==> config.mk <==
export PLATFORM = sky130hd
export DESIGN_NAME = bia_ctrl
export DESIGN_NICKNAME = d
export VERILOG_FILES = /design/src/rtl/bia_pkg.sv /design/src/rtl/bia_ctrl.sv
export SDC_FILE = /design/constraint.sdc
export NUM_CORES = 1
export LEC_CHECK = 0
export ABC_CLOCK_PERIOD_IN_PS = 4800
export BUFFER_PORTS_ARGS = -buffer_cell sky130_fd_sc_hd__buf_2
export CORE_MARGIN = 8
export CORE_UTILIZATION = 27
export CTS_BUF_LIST = sky130_fd_sc_hd__clkbuf_16
export DETAILED_ROUTE_END_ITERATION = 12
export PLACE_DENSITY = 0.49
export SLEW_MARGIN = 40
export SYNTH_ARGS = -nofsm -noshare
export SYNTH_HDL_FRONTEND = slang
export SYNTH_SLANG_ARGS = --single-unit
==> constraint.sdc <==
create_clock -name clk -period 4.8 [get_ports clk]
set_input_delay 0.96 -clock clk [delete_from_list [all_inputs] [get_ports clk]]
set_output_delay 0.96 -clock clk [all_outputs]
set_load 0.02 [all_outputs]
==> src/rtl/bia_pkg.sv <==
`timescale 1ns / 1ps
`default_nettype none
// ----------------------------------------------------------------------------
// bia_pkg
// Shared types and constants of the bitmap identifier allocator.
// ----------------------------------------------------------------------------
package bia_pkg;

  // bitmap word geometry
  localparam int WORD_W  = 64;
  localparam int WORD_SB = 6;

  // field widths
  localparam int ID_W    = 16;
  localparam int GRANT_W = 17;
  localparam int CNT_W   = 14;
  localparam int N_W     = 17;
  localparam int PADDR_W = 3;
  localparam int PDATA_W = 32;

  // register reset values
  localparam logic [ID_W-1:0]  BASE_RESET  = 16'd300;
  localparam logic [CNT_W-1:0] COUNT_RESET = 14'd4701;

  // register indexes
  localparam logic REG_BASE  = 1'b0;
  localparam logic REG_COUNT = 1'b1;

  // request codes
  localparam logic OP_ALLOC   = 1'b0;
  localparam logic OP_RELEASE = 1'b1;

  // result status codes
  typedef enum logic [1:0] {
    ST_OK        = 2'd0,
    ST_NONE_FREE = 2'd1,
    ST_NOT_USED  = 2'd2,
    ST_RANGE     = 2'd3
  } status_t;

  // controller to datapath
  typedef struct packed {
    logic    clr_wr;
    logic    load;
    logic    scan_rd;
    logic    rel_rd;
    logic    alloc_wr;
    logic    rel_wr;
    logic    res_set;
    status_t res_code;
    logic    push;
  } cmd_t;

  // datapath to controller
  typedef struct packed {
    logic clr_last;
    logic alloc_op;
    logic in_range;
    logic n_zero;
    logic found;
    logic exhausted;
    logic bit_set;
    logic out_busy;
  } sts_t;

endpackage
`default_nettype wire

==> src/rtl/bia_ctrl.sv <==
`timescale 1ns / 1ps
`default_nettype none
// ----------------------------------------------------------------------------
// bia_ctrl
// Sequencer: clearing pass, request decode, bitmap scan and result hand-off.
// ----------------------------------------------------------------------------
module bia_ctrl (
  input  wire logic          clk,
  input  wire logic          rst,
  input  wire logic          in_valid,
  output logic               in_ready,
  input  wire bia_pkg::sts_t sts,
  output bia_pkg::cmd_t      cmd
);

  typedef enum logic [6:0] {
    S_CLEAR = 7'b0000001,
    S_IDLE  = 7'b0000010,
    S_START = 7'b0000100,
    S_SCAN  = 7'b0001000,
    S_RCHK  = 7'b0010000,
    S_DONE  = 7'b0100000,
    S_SPARE = 7'b1000000
  } state_t;

  state_t state;
  state_t state_next;

  // state register
  always_ff @(posedge clk) begin
    if (rst) begin
      state <= S_CLEAR;
    end else begin
      state <= state_next;
    end
  end

  assign in_ready = (state == S_IDLE);

  // next state and commands
  always_comb begin
    state_next   = state;
    cmd          = '0;
    cmd.res_code = bia_pkg::ST_OK;
    case (state)
      S_CLEAR: begin
        cmd.clr_wr = 1'b1;
        if (sts.clr_last) begin
          state_next = S_IDLE;
        end
      end
      S_IDLE: begin
        if (in_valid) begin
          cmd.load   = 1'b1;
          state_next = S_START;
        end
      end
      S_START: begin
        if (sts.alloc_op) begin
          if (sts.n_zero) begin
            cmd.res_set  = 1'b1;
            cmd.res_code = bia_pkg::ST_NONE_FREE;
            state_next   = S_DONE;
          end else begin
            state_next = S_SCAN;
          end
        end else if (!sts.in_range) begin
          cmd.res_set  = 1'b1;
          cmd.res_code = bia_pkg::ST_RANGE;
          state_next   = S_DONE;
        end else begin
          cmd.rel_rd = 1'b1;
          state_next = S_RCHK;
        end
      end
      S_SCAN: begin
        cmd.scan_rd = 1'b1;
        if (sts.found) begin
          cmd.alloc_wr = 1'b1;
          state_next   = S_DONE;
        end else if (sts.exhausted) begin
          cmd.res_set  = 1'b1;
          cmd.res_code = bia_pkg::ST_NONE_FREE;
          state_next   = S_DONE;
        end
      end
      S_RCHK: begin
        if (sts.bit_set) begin
          cmd.rel_wr = 1'b1;
        end else begin
          cmd.res_set  = 1'b1;
          cmd.res_code = bia_pkg::ST_NOT_USED;
        end
        state_next = S_DONE;
      end
      S_DONE: begin
        if (!sts.out_busy) begin
          cmd.push   = 1'b1;
          state_next = S_IDLE;
        end
      end
      default: begin
        state_next = S_IDLE;
      end
    endcase
  end

  // no request taken while the bitmap is being cleared
  a_no_accept_in_clear: assert property (@(posedge clk) disable iff (rst)
    (state == S_CLEAR) |-> !in_ready)
    else $error("request accepted during clearing pass");

  // a load always leads to decode on the next cycle
  a_load_then_start: assert property (@(posedge clk) disable iff (rst)
    cmd.load |=> (state == S_START))
    else $error("load not followed by decode");

  // the scan never runs for an empty range
  a_scan_nonempty: assert property (@(posedge clk) disable iff (rst)
    (state == S_SCAN) |-> !sts.n_zero)
    else $error("scan with zero slot count");

endmodule
`default_nettype wire

---- Word level (Yosys, flattened, before mapping) ----
Index checks and enable logic that the tools add are counted.
operators by class
  reductions and logical operators ........ 1
  eq/ne operators ......................... 10
  mux-type cells .......................... 29
operators by type and width
  operator            number
  $mux 7              6
  $pmux 7 s6          1
  $mux 3              6
  $mux 1              13
  $mux 6              2
  $pmux 3 s3          1
  $eq 7x1->1 const B  1
  $eq 7x2->1 const B  1
  $eq 7x3->1 const B  1
  $eq 7x4->1 const B  1
  $eq 7x5->1 const B  1
  $eq 7x6->1 const B  1
  $ne 2x2->1 const B  3
  $reduce_and 4->1    1
  $ne 3x3->1 const B  1
storage, ports and cells
  logic and storage cells ................. 41
  input port bits ......................... 11
  output and inout port bits .............. 11
  register bits after elaboration ......... 7

---- Depth between registers and ports, before layout ----
  depth in word-level cells ............... 3
  gate-level depth with buffers ........... 4
  gate-level depth less buffers ........... 4

---- Worst setup path after synthesis ----
OpenSTA, ideal clock, no wires.
  path kind ............................... input to output
  start point ............................. input port sts[6] in the netlist's numbering
  end point ............................... output port cmd[3] in the netlist's numbering
  stages .................................. 4
  slack ................................... 2012 ps
  data arrival time ....................... 1828 ps
  buffers on the path ..................... 0
  path through ............................ inv_1 a2111oi_4 a21o_1 o21bai_1
RTL lines
  item         line            source
  from (decl)  bia_ctrl.sv:12  input wire bia_pkg::sts_t sts,
  to (decl)    bia_ctrl.sv:13  output bia_pkg::cmd_t cmd

==> results.md <==
- Worst endpoint required time: between 3 and 4 ns
- Starting density of the core: between 20 and 30%
- RSZ-0062 raised after global routing: false
- Worst EP arrival: between 1.5 and 2 ns
- Cell variety after synth: 27
- Setup Skew: 0.0001913 ns
- Cells after Synth: 51
- Max FFs per register: 6
- Nets: 88
- Critical path class: in -> out
- Core area: approximately 1500 um2
- Final ANT Viol Nets: 0
- Largest registers: state (6)
- Worst Setup End Kind: primary output
- R2R cell count: 4
- R2R Path End: state[1]
- Clock sink count: 6
- Metal3 WL: 104 um
- Ys async rst share: 0%
- Resize count post-CTS: 0
- Mapped Nets: 62
- Layout area overhead: 44.44%
- Die outline height: between 50 and 60 um
- Min Clock Period, post-route: between 2 and 3 ns
- Postcts setup bufs: 0
- Row count: 14
- Final Slew Violations: 0
- DRC viols: 0
- Post-synth EDFFs: 0
- Die X: between 50 and 60 um
- Post-DR wirelength/cell: roughly 14 um
- Via Count: between 400 and 500
- First-pass GRT wire length: around 2.1 mm
- Port Buffers: 21
- Slowest stage delay, CP: 0.37 ns
- CTS tree: built
- Ys Warns: 0
- Critical Path, Cell by Cell: buf_2, inv_1, a2111oi_4, a21o_1, o21bai_1, buf_2
- Fill count: 171
- Setup Viol. Count Final: 0
- Most common cell on crit path: buf_2
- M1 wire length: roughly 570 um
- Seq cells post-synth: 6
- Post-synth top area share: approximately a quarter
- Tightest Hold Check Type: reg -> reg
- Clk pin slew, worst setup/hold paths: about 0.03 ns
- Synth area leaders: dfxtp_1, or4_4, a2111oi_4
- Startpoint types: input pin
- Layout cells sized above 1: between 40% and 50%
- Highest routed layer: met4
- Main synth FF type: dfxtp_1
- Final TNS setup: 0 ns
- Clk Latency, worst-skew pair: 0.23 ns
- N_diodes: 0
- Status: complete, no violations
- Cell Area, Synth: about 450 um2
- CTS buffer count: 3
- Fmax: approximately 350 MHz
- WHS Path Cells: 2
- Maximum vdd ir drop: 0.2349 mV
- Part of the Yosys area used for sequential elements: 26.67%
- Vias in the first global route: approximately 500
- Post-Route WL: ~1.3 mm
- Most flops, register: state
- Num ports: 22
- Reg2reg setup slack: 3.00 ns
- Slew margin rel.: 59.66%
- Slowest CP cell: a2111oi_4
- Buf+Inv Stages, Crit Path: 3
- Delay-heaviest family, CP: compound AO/OA/AOI/OAI gates
- Tcrit/Tclk final: roughly three fifths
- DRT Pass-1 Iters: 3
- Area of the multi-input gates: approximately 320 um2
- Post-Syn Area per Cell: a little under 9 um2
- DR WL met2: approximately 550 um
- Register Area: about 120 um2
- Hold Startpoint: state[1]
- Worst-path fanout max: 4
- Worst-Margin Slew: roughly 0.60 ns
- Min-Delay Endpoint: state[1]
- # hold bufs at CTS: 0
- GPL Wtd Cong: about 0.73
- R2r startpoint: state[1]
- Hold Vio Cnt, Final: 0
- CTS H-tree lvls: 1
- Via-to-Cell Ratio: 5.176
- Placed wire-length estimate: 1.039 mm
- LEAKAGE: approximately 0.00031 uW
- Cell taking the most area after synthesis: dfxtp_1
- Clk buf depth: 2
- Die ar.: approximately 3200 um2
- Total gr overflow: 0
- Largest net degree at the start of global routing: 8
- Total track usage: just over 8%
- Worst hold margin: 0.5613 ns
- CTS root buf: clkbuf_16
- Initial drt markers: 2
- Maximum Capacitance Violations: 0
- Initial antenna violation count: 0
- Power per cell area: 351.9 nW/um2
==> tightest hold or removal path, cell delays in order, from the launching register on <==
cell and delay (ns):
dfxtp_1 0.34, nand4b_1 0.11, o41ai_1 0.06
==> worst max path at each step <==
stage                 from      to  slack, ns  cells past startpoint
finish              sts[6]  cmd[3]       1.92                      6
CTS                 sts[6]  cmd[3]       1.90                      6
floorplan           sts[6]  cmd[3]       2.01                      4
detailed placement  sts[6]  cmd[3]       1.91                      6
global route        sts[6]  cmd[3]       1.84                      6
global placement    sts[6]  cmd[3]       1.93                      6
==> per-stage QoR <==
stage                     cells  util (%)  setup WS, ns  area (um2)  power, uW
final                        91     42.21         1.918       650.6      229.0
after global routing         91     42.21         1.842       650.6      237.4
after CTS                    91     42.21         1.904       650.6      230.3
after detailed placement     88     37.34         1.907       575.6      93.53
after global placement       88     37.34         1.934       575.6      93.10
after floorplan              51         -         2.012       450.4      79.73
==> cells in the mapped netlist (all sizes together), types with 3 or more instances <==
cell,count
inv,4
or4,3
nor3b,3
dfxtp,6
nor2,3
nand2b,4
==> metal layers <==
layer	GRT usage (%)	vias to the layer above
li1	-	243
met1	8.207	207
met2	13.32	18
met3	3.596	3
met4	6.040	0
met5	0	-
==> layout by cell type (no fill, tap or decap), types with 2 or more instances in the layout <==
master,synthesis,routed
inv_1,4,4
a21oi_1,2,2
nor3_1,2,2
buf_2,0,21
clkbuf_16,0,3
nand2b_1,4,4
nor2_1,3,3
or4_4,3,3
and2_1,2,2
nor3b_1,2,2
a21o_1,2,2
nand2_1,2,2
nor4_1,2,2
a211oi_1,2,2
dfxtp_1,6,6
and3b_1,2,2
==> kinds of logic (layout without fill, tap and decap cells) <==
kind of cell / count (synthesis) / after routing / share of synthesized area (%)
AO/OA/AOI/OAI: 12 / 12 / 24.44
AND/OR/NAND/NOR: 29 / 29 / 45.56
flip-flops: 6 / 6 / 26.67
buffers and inverters: 4 / 28 / 3.332
==> layout make-up <==
cell class / count / share of cell area (%)
multi-input cells: 41 / 48.46
flip-flops and latches: 6 / 18.46
repair buffers: 21 / 16.15
clock buffers: 3 / 11.54
well taps: 16 / 3.077
inverters: 4 / 2.308
==> power by group <==
part | switching, uW | leakage (uW) | internal, uW | total (uW)
sequential | 3.78 | 0.0000491 | 53.0 | 56.7
combinational | 20.1 | 0.000225 | 15.8 | 35.8
clock | 29.4 | 0.0000370 | 107 | 136
(Power assumes the default switching activity.)
